$ cat config.mk
export PLATFORM = sky130hd
export DESIGN_NAME = sorted_priority_queue_flat
export DESIGN_NICKNAME = d
export VERILOG_FILES = /design/src/sv/spq_pkg.sv /design/src/sv/spq_if.sv /design/src/sv/spq_cell.sv /design/src/sv/sorted_priority_queue.sv /design/src/flat_wrapper.sv
export SDC_FILE = /design/constraint.sdc
export NUM_CORES = 2
export LEC_CHECK = 0
export BUFFER_PORTS_ARGS = -buffer_cell sky130_fd_sc_hd__buf_2
export CAP_MARGIN = 25
export CORE_ASPECT_RATIO = 1.5
export CORE_UTILIZATION = 57
export CTS_BUF_LIST = sky130_fd_sc_hd__clkbuf_16
export CTS_CLUSTER_DIAMETER = 200
export CTS_CLUSTER_SIZE = 30
export DETAILED_ROUTE_END_ITERATION = 6
export PLACE_DENSITY = 0.77
export REMOVE_ABC_BUFFERS = 1
export SETUP_SLACK_MARGIN = 0.2
export SLEW_MARGIN = 20
export SYNTH_ARGS = -nofsm -noshare
export SYNTH_HDL_FRONTEND = slang
export SYNTH_SLANG_ARGS = --single-unit
$ cat constraint.sdc
create_clock -name clk -period 7.2 [get_ports clk]
set_input_delay 1.8 -clock clk [delete_from_list [all_inputs] [get_ports clk]]
set_output_delay 1.8 -clock clk [all_outputs]
set_load 0.01 [all_outputs]
$ cat src/sv/spq_pkg.sv
// spq_pkg: sizes, entry and control types shared by the sorted priority queue.
// No dependencies; used by the channel interfaces, the cell and the top level.
package spq_pkg;

  localparam int DEPTH         = 16;
  localparam int PRIORITY_BITS = 16;
  localparam int PAYLOAD_BITS  = 32;
  localparam int COUNT_BITS    = $clog2(DEPTH + 1);

  typedef enum logic [0:0] {
    KIND_PUSH = 1'b0,
    KIND_POP  = 1'b1
  } kind_t;

  typedef struct packed {
    logic [PRIORITY_BITS-1:0] pri;
    logic [PAYLOAD_BITS-1:0]  pay;
  } entry_t;

  // shift controls broadcast to every cell
  typedef struct packed {
    logic push;
    logic pop;
  } cell_ctrl_t;

endpackage

$ cat src/sv/spq_if.sv
// spq_if: valid/ready channel interfaces for the operation and result streams.
// Depends on spq_pkg for field widths and the operation code.
interface spq_in_if;
  logic                                 valid;
  logic                                 ready;
  spq_pkg::kind_t                       kind;
  logic [spq_pkg::PRIORITY_BITS-1:0]    new_priority;
  logic [spq_pkg::PAYLOAD_BITS-1:0]     new_payload;

  modport source (output valid, kind, new_priority, new_payload, input ready);
  modport sink   (input valid, kind, new_priority, new_payload, output ready);
endinterface

interface spq_out_if;
  logic                                 valid;
  logic                                 ready;
  logic [spq_pkg::PRIORITY_BITS-1:0]    top_priority;
  logic [spq_pkg::PAYLOAD_BITS-1:0]     top_payload;
  logic                                 top_valid;
  logic [spq_pkg::COUNT_BITS-1:0]       entry_count;
  logic                                 push_dropped;

  modport source (output valid, top_priority, top_payload, top_valid, entry_count,
                  push_dropped, input ready);
  modport sink   (input valid, top_priority, top_payload, top_valid, entry_count,
                  push_dropped, output ready);
endinterface

$ cat src/sv/spq_cell.sv
// spq_cell: one slot of the sorted chain, holding a priority and payload.
// Depends on spq_pkg; instantiated DEPTH times by sorted_priority_queue.
module spq_cell (
  input  logic                clk,
  input  spq_pkg::cell_ctrl_t ctrl,
  input  spq_pkg::entry_t     new_entry,
  input  spq_pkg::entry_t     left_entry,
  input  logic                left_stay,
  input  spq_pkg::entry_t     right_entry,
  input  logic                occupied,
  output spq_pkg::entry_t     entry,
  output logic                stay,
  output spq_pkg::entry_t     entry_next
);

  spq_pkg::entry_t entry_r;
  spq_pkg::entry_t entry_nxt;

  // chain is kept in descending order: an entry strictly above the new one keeps its place
  assign stay = occupied && (entry_r.pri > new_entry.pri);

  always_comb begin
    entry_nxt = entry_r;
    if (ctrl.push && !stay) begin
      entry_nxt = left_stay ? new_entry : left_entry;
    end else if (ctrl.pop) begin
      entry_nxt = right_entry;
    end
  end

  always_ff @(posedge clk) begin
    entry_r <= entry_nxt;
  end

  assign entry      = entry_r;
  assign entry_next = entry_nxt;

endmodule

$ cat src/sv/sorted_priority_queue.sv
// sorted_priority_queue: top level, a chain of spq_cell slots plus fill count and result register.
// Depends on spq_pkg, spq_in_if / spq_out_if and spq_cell.
//
// Sorted priority queue of up to spq_pkg::DEPTH entries. Every operation (push or pop) is one
// transfer on in_ch and produces exactly one result transfer on out_ch, offered in the next cycle, carrying
// the top entry, its valid flag, the entry count after the operation and a flag for a push that
// found the queue full. The queue takes one operation per clock: all cells compare against the
// new priority in parallel and shift toward or away from the head in the same cycle, so the only
// limit on rate is the single result register, and in_ch.ready falls only while a result waits
// that out_ch has not taken. Among equal priorities the entry pushed last is popped first.
// Slots beyond the fill count are never read and hold no reset value.
module sorted_priority_queue (
  input  logic             clk,
  input  logic             rst_n,
  spq_in_if.sink           in_ch,
  spq_out_if.source        out_ch
);

  localparam int CB = spq_pkg::COUNT_BITS;

  logic [CB-1:0]       count_r;
  logic [CB-1:0]       count_nxt;
  logic                out_valid_r;
  logic                accept;
  logic                is_push;
  logic                full;
  logic                empty;
  logic                dropped;
  spq_pkg::cell_ctrl_t ctrl;
  spq_pkg::entry_t     new_entry;

  spq_pkg::entry_t     cell_entry [spq_pkg::DEPTH];
  spq_pkg::entry_t     cell_next  [spq_pkg::DEPTH];
  logic                cell_stay  [spq_pkg::DEPTH];
  logic                cell_occ   [spq_pkg::DEPTH];

  logic [spq_pkg::PRIORITY_BITS-1:0] top_priority_r;
  logic [spq_pkg::PAYLOAD_BITS-1:0]  top_payload_r;
  logic                              top_valid_r;
  logic [CB-1:0]                     entry_count_r;
  logic                              push_dropped_r;

  assign in_ch.ready = !out_valid_r || out_ch.ready;
  assign accept      = in_ch.valid && in_ch.ready;
  assign is_push     = (in_ch.kind == spq_pkg::KIND_PUSH);
  assign full        = (count_r == CB'(spq_pkg::DEPTH));
  assign empty       = (count_r == '0);
  assign dropped     = is_push && full;

  assign ctrl.push = accept && is_push && !full;
  assign ctrl.pop  = accept && !is_push && !empty;

  assign new_entry.pri = in_ch.new_priority;
  assign new_entry.pay = in_ch.new_payload;

  always_comb begin
    count_nxt = count_r;
    if (ctrl.push) begin
      count_nxt = count_r + CB'(1);
    end else if (ctrl.pop) begin
      count_nxt = count_r - CB'(1);
    end
  end

  for (genvar i = 0; i < spq_pkg::DEPTH; i++) begin : g_cell
    spq_pkg::entry_t left_entry;
    spq_pkg::entry_t right_entry;
    logic            left_stay;

    assign cell_occ[i] = (count_r > CB'(i));

    if (i == 0) begin : g_head
      assign left_entry = new_entry;
      assign left_stay  = 1'b1;
    end else begin : g_body
      assign left_entry = cell_entry[i-1];
      assign left_stay  = cell_stay[i-1];
    end

    if (i == spq_pkg::DEPTH - 1) begin : g_tail
      assign right_entry = cell_entry[i];
    end else begin : g_inner
      assign right_entry = cell_entry[i+1];
    end

    spq_cell u_cell (
      .clk         (clk),
      .ctrl        (ctrl),
      .new_entry   (new_entry),
      .left_entry  (left_entry),
      .left_stay   (left_stay),
      .right_entry (right_entry),
      .occupied    (cell_occ[i]),
      .entry       (cell_entry[i]),
      .stay        (cell_stay[i]),
      .entry_next  (cell_next[i])
    );
  end

  always_ff @(posedge clk) begin
    if (!rst_n) begin
      count_r     <= '0;
      out_valid_r <= 1'b0;
    end else begin
      count_r <= count_nxt;
      if (accept) begin
        out_valid_r <= 1'b1;
      end else if (out_ch.ready) begin
        out_valid_r <= 1'b0;
      end
    end
  end

  // result register: head of the chain after this operation
  always_ff @(posedge clk) begin
    if (accept) begin
      top_valid_r    <= (count_nxt != '0);
      top_priority_r <= (count_nxt != '0) ? cell_next[0].pri : '0;
      top_payload_r  <= (count_nxt != '0) ? cell_next[0].pay : '0;
      entry_count_r  <= count_nxt;
      push_dropped_r <= dropped;
    end
  end

  assign out_ch.valid        = out_valid_r;
  assign out_ch.top_priority = top_priority_r;
  assign out_ch.top_payload  = top_payload_r;
  assign out_ch.top_valid    = top_valid_r;
  assign out_ch.entry_count  = entry_count_r;
  assign out_ch.push_dropped = push_dropped_r;

  a_count_bound: assert property (@(posedge clk) disable iff (!rst_n)
    count_r <= CB'(spq_pkg::DEPTH))
    else $error("fill count beyond depth");

  a_push_grows: assert property (@(posedge clk) disable iff (!rst_n)
    ctrl.push |=> count_r == $past(count_r) + CB'(1))
    else $error("accepted push did not grow the queue");

  a_drop_full: assert property (@(posedge clk) disable iff (!rst_n)
    (out_valid_r && push_dropped_r) |-> entry_count_r == CB'(spq_pkg::DEPTH))
    else $error("dropped push reported on a queue that is not full");

  a_top_valid: assert property (@(posedge clk) disable iff (!rst_n)
    out_valid_r |-> top_valid_r == (entry_count_r != '0))
    else $error("top valid flag disagrees with entry count");

  a_head_order: assert property (@(posedge clk) disable iff (!rst_n)
    cell_occ[1] |-> cell_entry[0].pri >= cell_entry[1].pri)
    else $error("head of chain out of order");

endmodule
$ cat src/flat_wrapper.sv
// flat-port wrapper written by rule: the top's interface ports become plain ports
module sorted_priority_queue_flat 
  (clk, rst_n, in_ch_valid, in_ch_kind, in_ch_new_priority, in_ch_new_payload, in_ch_ready, out_ch_valid, out_ch_top_priority, out_ch_top_payload, out_ch_top_valid, out_ch_entry_count, out_ch_push_dropped, out_ch_ready);
  spq_in_if in_ch_i ();
  spq_out_if out_ch_i ();
  input  logic clk;
  input  logic rst_n;
  input wire logic [$bits(in_ch_i.valid)-1:0] in_ch_valid;
  input wire logic [$bits(in_ch_i.kind)-1:0] in_ch_kind;
  input wire logic [$bits(in_ch_i.new_priority)-1:0] in_ch_new_priority;
  input wire logic [$bits(in_ch_i.new_payload)-1:0] in_ch_new_payload;
  output wire logic [$bits(in_ch_i.ready)-1:0] in_ch_ready;
  output wire logic [$bits(out_ch_i.valid)-1:0] out_ch_valid;
  output wire logic [$bits(out_ch_i.top_priority)-1:0] out_ch_top_priority;
  output wire logic [$bits(out_ch_i.top_payload)-1:0] out_ch_top_payload;
  output wire logic [$bits(out_ch_i.top_valid)-1:0] out_ch_top_valid;
  output wire logic [$bits(out_ch_i.entry_count)-1:0] out_ch_entry_count;
  output wire logic [$bits(out_ch_i.push_dropped)-1:0] out_ch_push_dropped;
  input wire logic [$bits(out_ch_i.ready)-1:0] out_ch_ready;
  assign in_ch_i.valid = in_ch_valid;
  assign in_ch_i.kind = in_ch_kind;
  assign in_ch_i.new_priority = in_ch_new_priority;
  assign in_ch_i.new_payload = in_ch_new_payload;
  assign in_ch_ready = in_ch_i.ready;
  assign out_ch_valid = out_ch_i.valid;
  assign out_ch_top_priority = out_ch_i.top_priority;
  assign out_ch_top_payload = out_ch_i.top_payload;
  assign out_ch_top_valid = out_ch_i.top_valid;
  assign out_ch_entry_count = out_ch_i.entry_count;
  assign out_ch_push_dropped = out_ch_i.push_dropped;
  assign out_ch_i.ready = out_ch_ready;
  sorted_priority_queue u_core (.clk(clk), .rst_n(rst_n), .in_ch(in_ch_i), .out_ch(out_ch_i));
endmodule
; Yosys cells after proc, flatten, opt, wreduce, memory -nomap -nowiden
; Index checks and enable logic that the tools add are counted.
[classes]
addsub = 2
magnitude_cmp = 32
eq_ne = 1
muxes = 49
bitwise = 1
reduce_logical = 75
[op_table]
columns = operator, n
row1 = 48-bit two-way mux, 45
row2 = 16-bit > comparator, 16
row3 = "5-bit by 4-bit > comparator with 1-bit output, second input constant", 8
row4 = 1-bit logical AND, 38
row5 = 2-bit nonzero test, 15
row6 = "5-bit by 3-bit > comparator with 1-bit output, second input constant", 4
row7 = 1-bit zero test, 19
row8 = "5-bit by 1-bit > comparator with 1-bit output, second input constant", 2
row9 = "5-bit by 2-bit > comparator with 1-bit output, second input constant", 2
row10 = 5-bit two-way mux, 2
row11 = "5-bit by 1-bit adder with 5-bit output, second input constant", 1
row12 = "5-bit == test, second input constant", 1
row13 = 5-bit zero test, 1
row14 = 5-bit nonzero test, 1
row15 = "5-bit by 1-bit subtractor with 5-bit output, second input constant", 1
row16 = 1-bit two-way mux, 2
row17 = 1-bit logical OR, 1
row18 = 1-bit NOT, 1
[totals]
register_bits = 829
in_bits = 53
output_inout_bits = 57
wordCells = 199

; Logic depth before layout (Yosys ltp)
[depth]
word_depth = 8
depth_mapped = 13
mapped_depth_nobuf = 9

; Hierarchy
; A second synthesis with hierarchy kept.
[hier_totals]
hier_cells = 8387
area_unflattened_um2 = 67522.3
[modules_own_cells]
columns = mod, instances, cells_each, area_per_inst_um2, seq_area_each_um2
row1 = spq_cell (u_core.g_cell[2].u_cell ...), 8, 507, 4061.4, 960.9
row2 = spq_cell (u_core.g_cell[0].u_cell ...), 8, 507, 4007.6, 960.9
row3 = sorted_priority_queue, 1, 275, 2970.3, 1771.7

; Least setup slack after synthesis
; No wires, ideal clock.
[synth_timing]
kind = in2reg
from = input in_ch_new_priority[15]
to = register u_core.g_cell[2].u_cell.entry_r, in the netlist u_core.g_cell[2].u_cell.entry[0] (enable)
setup_time_ps = 520
t_arrival_ps = 6969
required_time_ps = 6680
path_slack_ps = -289
stages = 8
n_path_buf = 1
path_cell_list = inv_1 > ha_1 > nand4_1 > or4_1 > o22ai_1 > a31oi_1 > buf_2 > o21ai_0
[synth_between]
elab_chain_cells = 5
[synth_rtl]
columns = item, line_no
row1 = "start, declared", flat_wrapper.sv:10  ; input wire logic [$bits(in_ch_i.new_priority)-1:0] in_ch_new_priority;
row2 = 16-bit > comparator, spq_cell.sv:20  ; assign stay = occupied && (entry_r.pri > new_entry.pri);
row3 = 1-bit logical AND, spq_cell.sv:20
row4 = 1-bit zero test, spq_cell.sv:24  ; if (ctrl.push && !stay) begin
row5 = 1-bit logical AND, spq_cell.sv:24
row6 = 2-bit nonzero test (no line), --
row7 = "end signal, assigned", spq_cell.sv:32  ; entry_r <= entry_nxt;
row8 = "end, declared", spq_cell.sv:16  ; spq_pkg::entry_t entry_r;
; Every way passes these cells.
; A chain may end at the register's enable or synchronous reset.

; Worst setup path in the final report
[layout_timing]
from = input in_ch_new_priority[7]
to = register u_core.g_cell[5].u_cell.entry_r, in the netlist u_core.g_cell[5].u_cell.entry[18] (enable)
[layout_between]
elab_chain_cells = 5
[layout_rtl]
columns = item, line_no
row1 = 16-bit > comparator, spq_cell.sv:20
row2 = 1-bit logical AND, spq_cell.sv:20
row3 = 1-bit zero test, spq_cell.sv:24
row4 = 1-bit logical AND, spq_cell.sv:24
row5 = 2-bit nonzero test (no line), --
row6 = "end signal, assigned", spq_cell.sv:32
row7 = "end, declared", spq_cell.sv:16
; Every way passes these cells.

==> results.sh <==
export IMPL_worst_path_max_delay_cell="o21ai_0"
export IMPL_fin_cells=5239
export IMPL_swShare=0.352
export IMPL_dpl_hpwl_mm=87.0
export IMPL_die_area_um2=82900
export IMPL_post_cts_setup_buffers=0
export IMPL_worstSkewPairLatency_ps=680
export IMPL_final_hold_viol_count=0
export IMPL_leakagePower_nw=20.8
export IMPL_critical_path_buf_inv_count=3
export IMPL_worst_slew_pin_transition_ps=1090
export IMPL_p_clk_frac=0.166
export IMPL_drt_drc_violations_left=0
export IMPL_final_cell_mix="a21oi_1, edfxtp_1, mux2i_1"
export IMPL_cp_cell_sequence="buf_2 > inv_1 > ha_1 > nand2_1 > o21ai_0 > a21oi_1 > o211ai_1 > nand2_4 > nand2_1 > nand2_2 > buf_4"
export IMPL_avg_vias_per_cell=6.61
export IMPL_postSynth_asyncResetShare=0
export IMPL_synth_ff_type="edfxtp_1"
export IMPL_routedWlPerCell_um=25.7
export IMPL_worst_path_dominant_cell_family="compound AO/OA/AOI/OAI gates"
export IMPL_final_net_count=4491
export IMPL_slew_headroom=0.274
export IMPL_critical_path_end_type="flop"
export IMPL_tritoncts_num_buffers=31
export IMPL_worstPathMaxFanout=20
export IMPL_drv_slew=0
export IMPL_min_period_over_period=0.780
export IMPL_detail_route_first_pass_iterations=6
export IMPL_initialDrtViolationCount=3445
export IMPL_p_r_area_growth_vs_syn_pct=5.75
export IMPL_post_cts_hold_fix_bufs=0
export IMPL_crit_required_ps=7580
export IMPL_sequentialPowerShare=0.512
export IMPL_detail_route_wirelength_mm=135
export IMPL_skew_ps=35.9
export IMPL_clk_root_buffer_cell="clkbuf_16"
export IMPL_path_clk_slew_ps=120
export IMPL_yosys_warnings=0
export IMPL_synthesis_area_um2=46600
export IMPL_comb_power_share=0.322
export IMPL_die_height_um=352
export IMPL_cpMostUsedCell="nand2_1"
export IMPL_setup_viol_count_final=0
export IMPL_dp_cells=5181
export IMPL_post_synthesis_cells=4284
export IMPL_cts_repair_resize_count=0
export IMPL_cp_max_stage_delay_ps=760
export IMPL_synth_edff_count=775
export IMPL_maxCapViolCount=0
export IMPL_ant_nets=0
export IMPL_power_density_nw_per_um2=283
export IMPL_nFillCells=6588
export IMPL_yosys_register_bits=829
export IMPL_grt_start_max_net_pins=98
export IMPL_path_class="in -> reg"
export IMPL_floorplan_rows=128
export IMPL_synth_cell_type_count=65
export IMPL_die_width_um=235
export IMPL_top_level_ports=110
export IMPL_core_footprint_um2=81000
export IMPL_cts_htree_levels=1
export IMPL_hold_class="reg -> reg"
export IMPL_switching_power_of_the_nets_w=0.00491
export IMPL_drive_above_1_share=0.0793
export IMPL_mostFrequentLayoutCell="a21oi_1"
export IMPL_setup_repair_after_global_routing_missed_its_margin="no"
export IMPL_routabilityCongestion=0.977
export IMPL_timing_fmax_mhz=178
export IMPL_io_buffer_count=109
export IMPL_synth_avg_cell_area_um2=10.9
export IMPL_initial_standard_cell_utilization_of_the_core=0.575
export IMPL_grt_pass1_vias=34100
export IMPL_max_clock_path_buffers=3
export IMPL_grt_overflow_total=0
export IMPL_final_design_area_no_fill_um2=49300
export IMPL_layout_min_cycle_time_ps=5610
export IMPL_run_status="completed"
export IMPL_insertedDiodeCount=0
export IMPL_worst_endpoint_data_arrival_time_ps=6000
export IMPL_cts_num_sinks=829
export IMPL_track_usage=0.319
export IMPL_grt_antenna_before_repair=3
export IMPL_cellInternalPower_w=0.00903
export IMPL_worst_setup_path_start_kind="input pin"
export IMPL_grt_first_pass_wirelength_mm=203
export IMPL_synth_sequential_area_ratio=0.523
export IMPL_dpl_cell_area_um2=48300
export IMPL_tritoncts="done"
export IMPL_vdd_drop_max_mv=0.219
export IMPL_detailroute_via_count=34600
[worst reg2reg max path, cell delays in order, from the launching register on]
cell      delay [ps]
dfxtp_1          570
inv_1            200
ha_1             270
and4bb_2         260
nor3_2           470
buf_4            280
buf_4            630
nand2_1          190
nand2_2          530
buf_12           360
[logic make-up (layout without fill, tap and decap cells)]
kind of cell | Yosys count | in the layout | share of synthesized area
buf+inv | 381 | 296 | 0.0331
flops | 829 | 829 | 0.523
simple gates | 881 | 881 | 0.0792
xor+xnor | 3 | 3 | 0.000564
fa+ha+maj | 262 | 262 | 0.0703
compound gates | 1224 | 1224 | 0.142
mux | 704 | 704 | 0.152
[final timing paths]
| kind | slack, ps | end | start | cells after the start |
|---|---|---|---|---|
| worst max register to register | 3060 | u_core.g_cell[4].u_cell.entry[18] | u_core.count_r[1] | 9 |
| worst min register to register | 570 | u_core.g_cell[1].u_cell.entry[19] | u_core.g_cell[2].u_cell.entry[19] | 2 |
| worst max-delay path | 1590 | u_core.g_cell[5].u_cell.entry[18] | in_ch_new_priority[7] | 11 |
| worst min-delay path | 570 | u_core.g_cell[1].u_cell.entry[19] | u_core.g_cell[2].u_cell.entry[19] | 2 |
[cells in the mapped netlist (10+ instances only)]
master,instances,area share
nor2_1,475,0.038
o211ai_1,15,0.0024
a21o_1,32,0.0052
buf_1,35,0.0028
a211oi_2,10,0.0027
buf_2,65,0.0070
a21oi_1,834,0.090
nand3_1,17,0.0018
inv_1,49,0.0039
edfxtp_1,775,0.50
o21ai_0,230,0.025
mux2i_1,657,0.14
dfxtp_1,54,0.023
nor2b_1,21,0.0028
mux2_2,47,0.011
clkbuf_1,227,0.018
a211oi_1,43,0.0069
and4_1,10,0.0019
ha_1,262,0.070
nand4_1,44,0.0059
nand2_1,262,0.021
[sequential cells by signal (all words and copies together) (netlist names)]
register                    cells
u_core.out_ch.entry_count       5
u_core.out_ch.top_payload      32
u_core.out_ch.top_valid         1
u_core.g_cell.u_cell.entry    768
u_core.out_ch.push_dropped      1
u_core.out_ch.valid             1
u_core.out_ch.top_priority     16
u_core.count_r                  5
[metal layers]
metal / up-vias / share of wire / track usage
met5: - / 0.00013 / 0
li1: 15700 / - / -
met1: 17000 / 0.38 / 0.392
met4: 4 / 0.068 / 0.200
met3: 398 / 0.069 / 0.0414
met2: 1573 / 0.48 / 0.531
[per-stage QoR]
step           setup TNS, ps  worst slack (ps)  power, W   util  hold WS, ps
6_report                   0              1590    0.0139  0.608          565
5_1_grt                    0              1520    0.0146  0.608          604
4_1_cts                    0              1840    0.0139  0.608          570
3_5_place_dp               0              1150    0.0116  0.597          542
3_3_place_gp               0              1180    0.0115  0.597          533
2_1_floorplan       -9887080            -13110    0.0102      -          521
[area by class of cell]
| cell class | count | area [um^2] | area share |
|---|---|---|---|
| multi-input combinational | 3074 | 21000 | 0.427 |
| inverter | 49 | 185 | 0.00376 |
| sequential | 829 | 24400 | 0.494 |
| clock buffer | 31 | 776 | 0.0157 |
| timing repair buffer | 191 | 1540 | 0.0312 |
| clock inverter | 25 | 106 | 0.00216 |
| tap | 1040 | 1300 | 0.0264 |
[power groups by stage]
| stage | Combinational, W | Clock (W) | Sequential, W |
|---|---|---|---|
| after floorplan | 0.00309 | 0 | 0.00711 |
| after detailed placement | 0.00441 | 0 | 0.00722 |
| final | 0.00449 | 0.00231 | 0.00714 |
| after CTS | 0.00443 | 0.00234 | 0.00712 |
| after global routing | 0.00489 | 0.00247 | 0.00722 |
| after global placement | 0.00428 | 0 | 0.00720 |
Power figures use the tool's default switching activity.
